<file path="config.mk">
export PLATFORM = sky130hd
export DESIGN_NAME = pid_position_motor_drive
export DESIGN_NICKNAME = d
export VERILOG_FILES = /design/src/hdl/pidm_pkg.sv /design/src/hdl/pidm_mac.sv /design/src/hdl/pid_position_motor_drive.sv
export SDC_FILE = /design/constraint.sdc
export NUM_CORES = 2
export LEC_CHECK = 0
export ABC_AREA = 0
export BUFFER_PORTS_ARGS = -buffer_cell sky130_fd_sc_hd__buf_2
export CORE_MARGIN = 4
export CORE_UTILIZATION = 44
export DETAILED_ROUTE_END_ITERATION = 10
export GPL_TIMING_DRIVEN = 0
export HOLD_SLACK_MARGIN = 0.02
export PLACE_DENSITY_LB_ADDON = 0.15
export SETUP_SLACK_MARGIN = 0.5
export SYNTH_ARGS = -nofsm -noshare
export SYNTH_HDL_FRONTEND = slang
export SYNTH_HIERARCHICAL = 1
export SYNTH_SLANG_ARGS = --single-unit
</file>
<file path="constraint.sdc">
create_clock -name clock -period 9.3 [get_ports clock]
set_input_delay 2.79 -clock clock [delete_from_list [all_inputs] [get_ports clock]]
set_output_delay 2.79 -clock clock [all_outputs]
set_load 0.03 [all_outputs]
</file>
<file path="src/hdl/pidm_pkg.sv">
// Shared types and constants for the PID position motor drive.
// Payload structs, sequencer codes, register indexes and MAC control.
// No dependencies.
package pidm_pkg;

   localparam int CSR_IDX_W  = 3;
   localparam int CSR_DATA_W = 24;
   localparam int DRIVE_W    = 16;

   localparam logic [CSR_IDX_W-1:0] CSR_PROP_GAIN   = 3'd0;
   localparam logic [CSR_IDX_W-1:0] CSR_INTEG_GAIN  = 3'd1;
   localparam logic [CSR_IDX_W-1:0] CSR_DERIV_GAIN  = 3'd2;
   localparam logic [CSR_IDX_W-1:0] CSR_GEAR_FACTOR = 3'd3;
   localparam logic [CSR_IDX_W-1:0] CSR_REVERSE_DIR = 3'd4;

   localparam logic [23:0] GEAR_RESET = 24'h010000;  // 1.0 in Q8.16
   localparam logic [7:0]  DUTY_MAX   = 8'd255;

   typedef struct packed {
      logic signed [31:0] encoder_count;
      logic signed [31:0] desired_angle;
   } req_type;

   typedef struct packed {
      logic [7:0] duty;
      logic       direction;
      logic       clamped;
   } rsp_type;

   typedef enum logic [2:0] {
      ST_IDLE,
      ST_MUL,
      ST_ACC,
      ST_ANGLE,
      ST_ERROR,
      ST_INTEG,
      ST_MAG,
      ST_DONE
   } state_type;

   typedef enum logic [1:0] {
      TERM_ANGLE,
      TERM_P,
      TERM_I,
      TERM_D
   } term_type;

   typedef struct packed {
      logic clear;     // zero the accumulator
      logic mul_en;    // load the product register
      logic acc_en;    // add the product into the accumulator
      logic hi_digit;  // product belongs to the upper 32-bit digit
      logic subtract;  // subtract instead of add
   } mac_ctrl_type;

endpackage

</file>
<file path="src/hdl/pidm_mac.sv">
// Shared multiply-accumulate unit: 33x25 signed multiply, registered,
// then a wide add or subtract into the accumulator, optionally shifted by 32.
// Depends on pidm_pkg.
module pidm_mac #(
   parameter int ACC_W = 83
) (
   input  logic                     clock,
   input  pidm_pkg::mac_ctrl_type   ctrl,
   input  logic signed [32:0]       mul_a,
   input  logic [23:0]              mul_b,
   output logic signed [ACC_W-1:0]  acc
);

   logic signed [57:0]      prod_ff;
   logic signed [57:0]      prod_in;
   logic signed [ACC_W-1:0] acc_ff;
   logic signed [ACC_W-1:0] acc_in;
   logic signed [ACC_W-1:0] addend;

   assign prod_in = mul_a * $signed({1'b0, mul_b});

   always_comb begin
      addend = ACC_W'(prod_ff);
      if (ctrl.hi_digit) begin
         addend = addend <<< 32;
      end
      if (ctrl.clear) begin
         acc_in = '0;
      end else if (ctrl.acc_en) begin
         acc_in = ctrl.subtract ? (acc_ff - addend) : (acc_ff + addend);
      end else begin
         acc_in = acc_ff;
      end
   end

   always_ff @(posedge clock) begin
      if (ctrl.mul_en) begin
         prod_ff <= prod_in;
      end
      acc_ff <= acc_in;
   end

   assign acc = acc_ff;

endmodule

</file>
<file path="src/hdl/pid_position_motor_drive.sv">
// PID position controller for a geared motor. One request is one control tick and yields
// one response. The single 33x25 multiplier computes the shaft angle and the three PID
// terms one 32-bit digit at a time, each digit a multiply step and an accumulate step.
// req_ready is high only while the sequencer is idle; a finished response sits in an
// output register, so the next request is taken while it waits. The integral saturates
// at INTEGRAL_WIDTH, is held on a clamped drive and cleared when the error is under one
// degree. The user must write registers on the csr port only while the block is idle;
// the block itself does not enforce this.
// Depends on pidm_pkg and pidm_mac.
module pid_position_motor_drive #(
   parameter int ANGLE_WIDTH    = 32,
   parameter int INTEGRAL_WIDTH = 48,
   parameter int DRIVE_LIMIT    = 255
) (
   input  logic                                clock,
   input  logic                                reset,
   input  logic                                req_valid,
   output logic                                req_ready,
   input  pidm_pkg::req_type                   req_data,
   output logic                                rsp_valid,
   input  logic                                rsp_ready,
   output pidm_pkg::rsp_type                   rsp_data,
   input  logic                                csr_valid,
   output logic                                csr_ready,
   input  logic [pidm_pkg::CSR_IDX_W-1:0]      csr_index,
   input  logic [pidm_pkg::CSR_DATA_W-1:0]     csr_data
);

   localparam int OP_MAX = (INTEGRAL_WIDTH > ANGLE_WIDTH) ? INTEGRAL_WIDTH : ANGLE_WIDTH;
   localparam int ACC_W  = (OP_MAX + 19 > 58) ? OP_MAX + 19 : 58;
   localparam int ND     = (OP_MAX + 31) / 32;
   localparam int Q_W    = ACC_W - 16;
   localparam logic DIG_LAST = (ND > 1);

   localparam logic signed [ACC_W-1:0] ANG_MAX_W =
      $signed({{(ACC_W-ANGLE_WIDTH+1){1'b0}}, {(ANGLE_WIDTH-1){1'b1}}});
   localparam logic signed [ACC_W-1:0] ANG_MIN_W =
      $signed({{(ACC_W-ANGLE_WIDTH+1){1'b1}}, {(ANGLE_WIDTH-1){1'b0}}});
   localparam logic signed [ACC_W-1:0] INT_MAX_W =
      $signed({{(ACC_W-INTEGRAL_WIDTH+1){1'b0}}, {(INTEGRAL_WIDTH-1){1'b1}}});
   localparam logic signed [ACC_W-1:0] INT_MIN_W =
      $signed({{(ACC_W-INTEGRAL_WIDTH+1){1'b1}}, {(INTEGRAL_WIDTH-1){1'b0}}});
   localparam logic signed [ANGLE_WIDTH-1:0] DEG_POS = ANGLE_WIDTH'(256);
   localparam logic signed [ANGLE_WIDTH-1:0] DEG_NEG = -DEG_POS;

   function automatic logic signed [ANGLE_WIDTH-1:0] sat_angle(
      input logic signed [ACC_W-1:0] v);
      logic signed [ACC_W-1:0] r;
      r = v;
      if (v > ANG_MAX_W) begin
         r = ANG_MAX_W;
      end else if (v < ANG_MIN_W) begin
         r = ANG_MIN_W;
      end
      return r[ANGLE_WIDTH-1:0];
   endfunction

   function automatic logic signed [INTEGRAL_WIDTH-1:0] sat_integ(
      input logic signed [ACC_W-1:0] v);
      logic signed [ACC_W-1:0] r;
      r = v;
      if (v > INT_MAX_W) begin
         r = INT_MAX_W;
      end else if (v < INT_MIN_W) begin
         r = INT_MIN_W;
      end
      return r[INTEGRAL_WIDTH-1:0];
   endfunction

   // configuration
   logic [15:0] prop_gain_ff;
   logic [15:0] integ_gain_ff;
   logic [15:0] deriv_gain_ff;
   logic [23:0] gear_factor_ff;
   logic        reverse_dir_ff;

   // sequencer
   pidm_pkg::state_type   state_ff, state_in;
   pidm_pkg::term_type    term_ff, term_in;
   logic                  dig_ff, dig_in;
   pidm_pkg::mac_ctrl_type mac_ctrl;
   logic                  done_go;

   // datapath
   logic signed [31:0]               count_ff;
   logic signed [31:0]               desired_ff;
   logic signed [ANGLE_WIDTH-1:0]    dsat_ff;
   logic signed [ANGLE_WIDTH-1:0]    angle_ff;
   logic signed [ANGLE_WIDTH-1:0]    prev_ff;
   logic signed [ANGLE_WIDTH-1:0]    err_ff;
   logic signed [ANGLE_WIDTH-1:0]    vel_ff;
   logic signed [INTEGRAL_WIDTH-1:0] integ_ff;
   logic signed [INTEGRAL_WIDTH-1:0] int_new_ff;
   logic [ACC_W-1:0]                 mag_ff;
   logic                             neg_ff;
   logic signed [ACC_W-1:0]          acc;

   logic                  rsp_valid_ff;
   pidm_pkg::rsp_type     rsp_data_ff;

   // operand and gain selection for the shared multiplier
   logic signed [63:0] op64;
   logic [31:0]        digit;
   logic signed [32:0] mul_a;
   logic [23:0]        mul_b;

   always_comb begin
      case (term_ff)
         pidm_pkg::TERM_ANGLE: begin
            op64  = 64'(count_ff);
            mul_b = gear_factor_ff;
         end
         pidm_pkg::TERM_P: begin
            op64  = 64'(err_ff);
            mul_b = {8'd0, prop_gain_ff};
         end
         pidm_pkg::TERM_I: begin
            op64  = 64'(int_new_ff);
            mul_b = {8'd0, integ_gain_ff};
         end
         pidm_pkg::TERM_D: begin
            op64  = 64'(vel_ff);
            mul_b = {8'd0, deriv_gain_ff};
         end
         default: begin
            op64  = '0;
            mul_b = '0;
         end
      endcase
      digit = dig_ff ? op64[63:32] : op64[31:0];
      // only the top digit carries the sign
      mul_a = $signed({(dig_ff == DIG_LAST) ? digit[31] : 1'b0, digit});
   end

   pidm_mac #(
      .ACC_W (ACC_W)
   ) u_mac (
      .clock (clock),
      .ctrl  (mac_ctrl),
      .mul_a (mul_a),
      .mul_b (mul_b),
      .acc   (acc)
   );

   // next state and control
   always_comb begin
      state_in  = state_ff;
      term_in   = term_ff;
      dig_in    = dig_ff;
      mac_ctrl  = '0;
      req_ready = 1'b0;
      done_go   = 1'b0;
      case (state_ff)
         pidm_pkg::ST_IDLE: begin
            req_ready = 1'b1;
            if (req_valid) begin
               mac_ctrl.clear = 1'b1;
               term_in  = pidm_pkg::TERM_ANGLE;
               dig_in   = 1'b0;
               state_in = pidm_pkg::ST_MUL;
            end
         end
         pidm_pkg::ST_MUL: begin
            mac_ctrl.mul_en = 1'b1;
            state_in = pidm_pkg::ST_ACC;
         end
         pidm_pkg::ST_ACC: begin
            mac_ctrl.acc_en   = 1'b1;
            mac_ctrl.hi_digit = dig_ff;
            mac_ctrl.subtract = (term_ff == pidm_pkg::TERM_D);
            if (dig_ff != DIG_LAST) begin
               dig_in   = 1'b1;
               state_in = pidm_pkg::ST_MUL;
            end else begin
               dig_in = 1'b0;
               case (term_ff)
                  pidm_pkg::TERM_ANGLE: state_in = pidm_pkg::ST_ANGLE;
                  pidm_pkg::TERM_P: begin
                     term_in  = pidm_pkg::TERM_I;
                     state_in = pidm_pkg::ST_MUL;
                  end
                  pidm_pkg::TERM_I: begin
                     term_in  = pidm_pkg::TERM_D;
                     state_in = pidm_pkg::ST_MUL;
                  end
                  pidm_pkg::TERM_D: state_in = pidm_pkg::ST_MAG;
                  default:          state_in = pidm_pkg::ST_IDLE;
               endcase
            end
         end
         pidm_pkg::ST_ANGLE: state_in = pidm_pkg::ST_ERROR;
         pidm_pkg::ST_ERROR: state_in = pidm_pkg::ST_INTEG;
         pidm_pkg::ST_INTEG: begin
            mac_ctrl.clear = 1'b1;
            term_in  = pidm_pkg::TERM_P;
            state_in = pidm_pkg::ST_MUL;
         end
         pidm_pkg::ST_MAG: state_in = pidm_pkg::ST_DONE;
         pidm_pkg::ST_DONE: begin
            if (!rsp_valid_ff || rsp_ready) begin
               done_go  = 1'b1;
               state_in = pidm_pkg::ST_IDLE;
            end
         end
         default: state_in = pidm_pkg::ST_IDLE;
      endcase
   end

   always_ff @(posedge clock) begin
      if (reset) begin
         state_ff <= pidm_pkg::ST_IDLE;
         term_ff  <= pidm_pkg::TERM_ANGLE;
         dig_ff   <= 1'b0;
      end else begin
         state_ff <= state_in;
         term_ff  <= term_in;
         dig_ff   <= dig_in;
      end
   end

   // configuration registers
   assign csr_ready = 1'b1;

   always_ff @(posedge clock) begin
      if (reset) begin
         prop_gain_ff   <= '0;
         integ_gain_ff  <= '0;
         deriv_gain_ff  <= '0;
         gear_factor_ff <= pidm_pkg::GEAR_RESET;
         reverse_dir_ff <= 1'b0;
      end else if (csr_valid) begin
         case (csr_index)
            pidm_pkg::CSR_PROP_GAIN:   prop_gain_ff   <= csr_data[15:0];
            pidm_pkg::CSR_INTEG_GAIN:  integ_gain_ff  <= csr_data[15:0];
            pidm_pkg::CSR_DERIV_GAIN:  deriv_gain_ff  <= csr_data[15:0];
            pidm_pkg::CSR_GEAR_FACTOR: gear_factor_ff <= csr_data;
            pidm_pkg::CSR_REVERSE_DIR: reverse_dir_ff <= csr_data[0];
            default: ;
         endcase
      end
   end

   // drive quantization and result
   logic [Q_W-1:0]                q_drive;
   logic                          clamp;
   logic [pidm_pkg::DRIVE_W-1:0]  mag_drive;
   logic                          neg_eff;
   pidm_pkg::rsp_type             rsp_in;

   always_comb begin
      q_drive   = mag_ff[ACC_W-1:16];
      clamp     = q_drive > Q_W'(DRIVE_LIMIT);
      mag_drive = clamp ? pidm_pkg::DRIVE_W'(DRIVE_LIMIT) : q_drive[pidm_pkg::DRIVE_W-1:0];
      neg_eff   = neg_ff && (mag_drive != '0);  // zero drive counts as forward
      rsp_in.duty      = (mag_drive > pidm_pkg::DRIVE_W'(pidm_pkg::DUTY_MAX)) ?
                         pidm_pkg::DUTY_MAX : mag_drive[7:0];
      rsp_in.direction = ~neg_eff ^ reverse_dir_ff;
      rsp_in.clamped   = clamp;
   end

   // datapath payload
   always_ff @(posedge clock) begin
      if (req_valid && req_ready) begin
         count_ff   <= req_data.encoder_count;
         desired_ff <= req_data.desired_angle;
      end
      if (state_ff == pidm_pkg::ST_ANGLE) begin
         angle_ff <= sat_angle(acc >>> 8);
         dsat_ff  <= sat_angle(ACC_W'(desired_ff));
      end
      if (state_ff == pidm_pkg::ST_ERROR) begin
         err_ff <= sat_angle(ACC_W'(dsat_ff) - ACC_W'(angle_ff));
         vel_ff <= sat_angle(ACC_W'(angle_ff) - ACC_W'(prev_ff));
      end
      if (state_ff == pidm_pkg::ST_INTEG) begin
         int_new_ff <= sat_integ(ACC_W'(integ_ff) + ACC_W'(err_ff));
      end
      if (state_ff == pidm_pkg::ST_MAG) begin
         neg_ff <= acc[ACC_W-1];
         mag_ff <= acc[ACC_W-1] ? $unsigned(-acc) : $unsigned(acc);
      end
      if (done_go) begin
         rsp_data_ff <= rsp_in;
      end
   end

   // loop state and output handshake
   always_ff @(posedge clock) begin
      if (reset) begin
         integ_ff     <= '0;
         prev_ff      <= '0;
         rsp_valid_ff <= 1'b0;
      end else begin
         if (rsp_ready) begin
            rsp_valid_ff <= 1'b0;
         end
         if (done_go) begin
            rsp_valid_ff <= 1'b1;
            prev_ff      <= angle_ff;
            if (err_ff > DEG_NEG && err_ff < DEG_POS) begin
               integ_ff <= '0;
            end else if (!clamp) begin
               integ_ff <= int_new_ff;
            end
         end
      end
   end

   assign rsp_valid = rsp_valid_ff;
   assign rsp_data  = rsp_data_ff;

endmodule

</file>
==> out/metrics.cfg <==
[global_route]
grt_pass1_vias = 54500
antenna_found_initial = 16
overflow = 0
grt.total_usage_pct = 30.8
grt_max_degree = 65
grt_pass1_wl_um = 352000

[cells_and_area]
final_util_pct = 50.3
area_growth_pct = 13.3
design_area_um2 = 73400
fin_nets = 8842
drive_above_1_share_pct = 10.2

[sta]
finalSetupTns_ps = 0
timing.fmax_ghz = 0.109
finalSetupViolCount = 0
final_hold_viol_count = 0
fin_skew_ps = 57.7
finalCriticalPeriod_ps = 9160
rsz0062_at_grt = yes
hold_slack_ps = 453
relSlewSlack_pct = 27.5
worst_pin_slew_ps = 1060
drv_slew = 0
finalCritPeriodShare_pct = 98.5

[clocking]
cts_inserted_buffers = 68
clock_path_buffers = 3
cts_root_buf = clkbuf_16
clk_pin_slew_ps = 60
htreeDepth = 3
clk-insertion-delay-late_ps = 670
cts_hold_buffers = 0
cts_tree = done
cts_sinks = 587

[detailed_routing]
first_iter_violations = 5298
ant_nets = 0
dr.pass1.iters = 10
drt-wirelength-per-cell_um = 24.8
drc = 0
vias = 54600
post_drt_via_cell_ratio = 5.70
wl_um = 237000

[setup_path]
cp_slowest_stage_delay_ps = 850
crit_path_start_kind = flop
r2r_start = term_ff[1]
crit_end = u_mac/prod_ff[56]
cp.arrival_ps = 9650
path_class = reg -> reg
reg2regPathDepth = 32
crit_path_frequent_cell = fa_1
crit_start = term_ff[1]
crit_path_top_delay_cell = a222oi_1
reg2reg_setup_slack_ps = 140
cp_max_fo = 6
crit_required_ps = 9790
timing.rr.end = u_mac/prod_ff[56]
endpoint_kind = flop

[placement]
gp_congestion = 1.01
port_buffers = 106
place_hpwl_um = 189000
place_area_um2 = 68200

[power]
power.switching_w = 0.0118
internal_power_w = 0.0124
p_seq_share_pct = 15.6
combPwrFrac_pct = 73.2
vdd_drop_max_v = 0.000875
power.share.switching_pct = 48.7
p_leak_nw = 31.7
p_per_area_nw_per_um2 = 329
power_frac_clock_pct = 11.2

[run]
maxCapViolCount = 0

[floorplanning]
die_w_um = 392
initial_utilization_pct = 44.4
io_pins = 109
die-area_um2 = 153000
fp.dieH_um = 392
fp.coreArea_um2 = 146000
rows = 140

[synth]
netlist_instances = 7266
postSynthAreaPerCell_um2 = 8.92
yosysWarnings = 6
synth_nets = 8516
async_flop_share_pct = 0
syn_area_um2 = 64800
synth-seq-cells = 587
ys.flop_type = edfxtp_1
seq_area_frac_synth_pct = 23.7
netlist-cell-type-count = 91
synth_edf_count = 360

[worst_hold_path]
hold_class = reg -> reg

[status]
status = finished, final reports clean

==> worst max-delay path: cells and delay by family (launching register included) <==
kind	cells	cell delay, ps
AOI/OAI and AO/OA	7	2160
DFF	1	390
adders and majority gates	9	4140
and+or+nand+nor	5	1070
xor gates and xnor gates	1	200
buffers and inverters	10	1000
==> placed cells by master, fill, tap and decap left out, types with 48 or more instances in the layout <==
cell type,instances
clkbuf_16,81
nor2_1,294
buf_2,114
nand2_1,872
clkbuf_1,288
a21o_1,153
a31oi_1,57
nor2b_1,48
edfxtp_1,360
xor2_1,120
fa_1,774
clkbuf_2,59
and2_1,520
xnor2_1,196
nand3_1,128
o211ai_1,48
dfxtp_1,225
a21oi_1,506
inv_1,986
ha_1,320
mux2i_1,55
a222oi_1,48
o21ai_0,237
a211oi_1,57
buf_4,105
nor3_1,58
nand4_1,73
==> cells in the mapped netlist (10+ instances only) <==
cell | count | area share [%]
a211oi_1 | 60 | 0.70
a21o_1 | 153 | 1.8
a21oi_1 | 543 | 4.2
a222oi_1 | 48 | 0.74
a311oi_1 | 12 | 0.16
a31oi_1 | 62 | 0.60
a41oi_1 | 10 | 0.14
and2_1 | 531 | 5.1
and3_1 | 36 | 0.35
buf_1 | 24 | 0.14
clkbuf_1 | 420 | 2.4
dfxtp_1 | 227 | 7.0
edfxtp_1 | 360 | 17
fa_1 | 813 | 25
ha_1 | 341 | 6.6
inv_1 | 1015 | 5.9
mux2i_1 | 55 | 0.85
nand2_1 | 879 | 5.1
nand2b_1 | 45 | 0.43
nand3_1 | 131 | 1.0
nand4_1 | 73 | 0.70
nor2_1 | 297 | 1.7
nor2b_1 | 48 | 0.46
nor3_1 | 61 | 0.47
nor4_1 | 40 | 0.39
o2111ai_1 | 10 | 0.14
o211ai_1 | 48 | 0.56
o21a_1 | 34 | 0.39
o21ai_0 | 283 | 2.2
o21bai_1 | 40 | 0.46
o31ai_1 | 27 | 0.31
or2_2 | 11 | 0.11
or3_1 | 26 | 0.25
or4_1 | 12 | 0.14
xnor2_1 | 197 | 2.7
xor2_1 | 123 | 1.7
==> how the worst min path moves through the flow <==
stage / slack, ps / start / endpoint / depth (start not counted)
after floorplan: 430 / gear_factor_ff[16] / gear_factor_ff[16] / 2
after global placement: 440 / integ_gain_ff[7] / integ_gain_ff[7] / 2
after detailed placement: 450 / integ_gain_ff[15] / integ_gain_ff[15] / 2
after CTS: 450 / gear_factor_ff[10] / gear_factor_ff[10] / 2
after global routing: 470 / integ_gain_ff[15] / integ_gain_ff[15] / 2
final: 450 / integ_gain_ff[14] / integ_gain_ff[14] / 2
==> repair_timing <==
| action | 4_1_cts | 5_1_grt |
|---|---|---|
| buffers inserted | 89 | 26 |
| resized for setup | 504 | 115 |
| pin swaps | 180 | 99 |
| cloned | 1 | 0 |
| endpoints found under the setup margin | 47 | 39 |
==> layer usage <==
| metal | vias up | global-route usage (%) | share of wire [%] |
|---|---|---|---|
| met4 | 2 | 13.8 | 5.1 |
| met1 | 27200 | 41.2 | 41 |
| met5 | - | 0 | 0.0063 |
| met2 | 2296 | 48.8 | 46 |
| li1 | 24600 | - | - |
| met3 | 483 | 5.99 | 8.3 |
==> power by group through the flow <==
stage               logic, W  clock network, W  registers, W
global route          0.0192           0.00288       0.00378
global placement      0.0135                 0       0.00382
floorplan            0.00929                 0       0.00361
detailed placement    0.0136                 0       0.00381
CTS                   0.0165           0.00277       0.00375
finish                0.0177           0.00271       0.00377
==> state kept, by name, indices dropped and copies added, names as in the netlist, 24 cells and up <==
name and flops:
err_ff 32, prev_ff 32, int_new_ff 48, count_ff 32, u_mac/prod_ff 58, vel_ff 32
dsat_ff 32, desired_ff 32, u_mac/acc 67, mag_ff 51, angle_ff 32, integ_ff 48
gear_factor_ff 24
==> cell families (layout without fill, tap and decap cells) <==
logic type / after synthesis / after routing / synth area share [%]
XOR/XNOR: 320 / 320 / 4.32
buffers and inverters: 1468 / 1850 / 8.56
flip-flops: 587 / 587 / 23.7
adder cells (fa/ha/maj): 1154 / 1154 / 31.7
other: 1 / 11 / 0.00579
AO/OA/AOI/OAI: 1446 / 1446 / 13.9
AND/OR/NAND/NOR: 2226 / 2226 / 16.8
multiplexers: 64 / 64 / 1.01
==> area by class of cell <==
type	count	area, um^2
plain buffers	452	2530
diodes	10	25.0
multi-input cells	5211	45000
clock inverters	42	355
fillers	13900	72500
clock buffers	84	1910
flip-flops and latches	587	15400
repair buffers	256	1990
inverters	1016	3850
well taps	1917	2400
==> through the flow <==
step           setup WS [ps]  instances  power [W]
6_report                 140       9575     0.0242
5_1_grt                -10.6       9568     0.0258
3_5_place_dp           -2520       9323     0.0174
3_3_place_gp           -2730       9289     0.0173
2_1_floorplan            593       7266     0.0129
4_1_cts                  399       9539     0.0230
No activity file was read; power rests on OpenSTA's default activity.
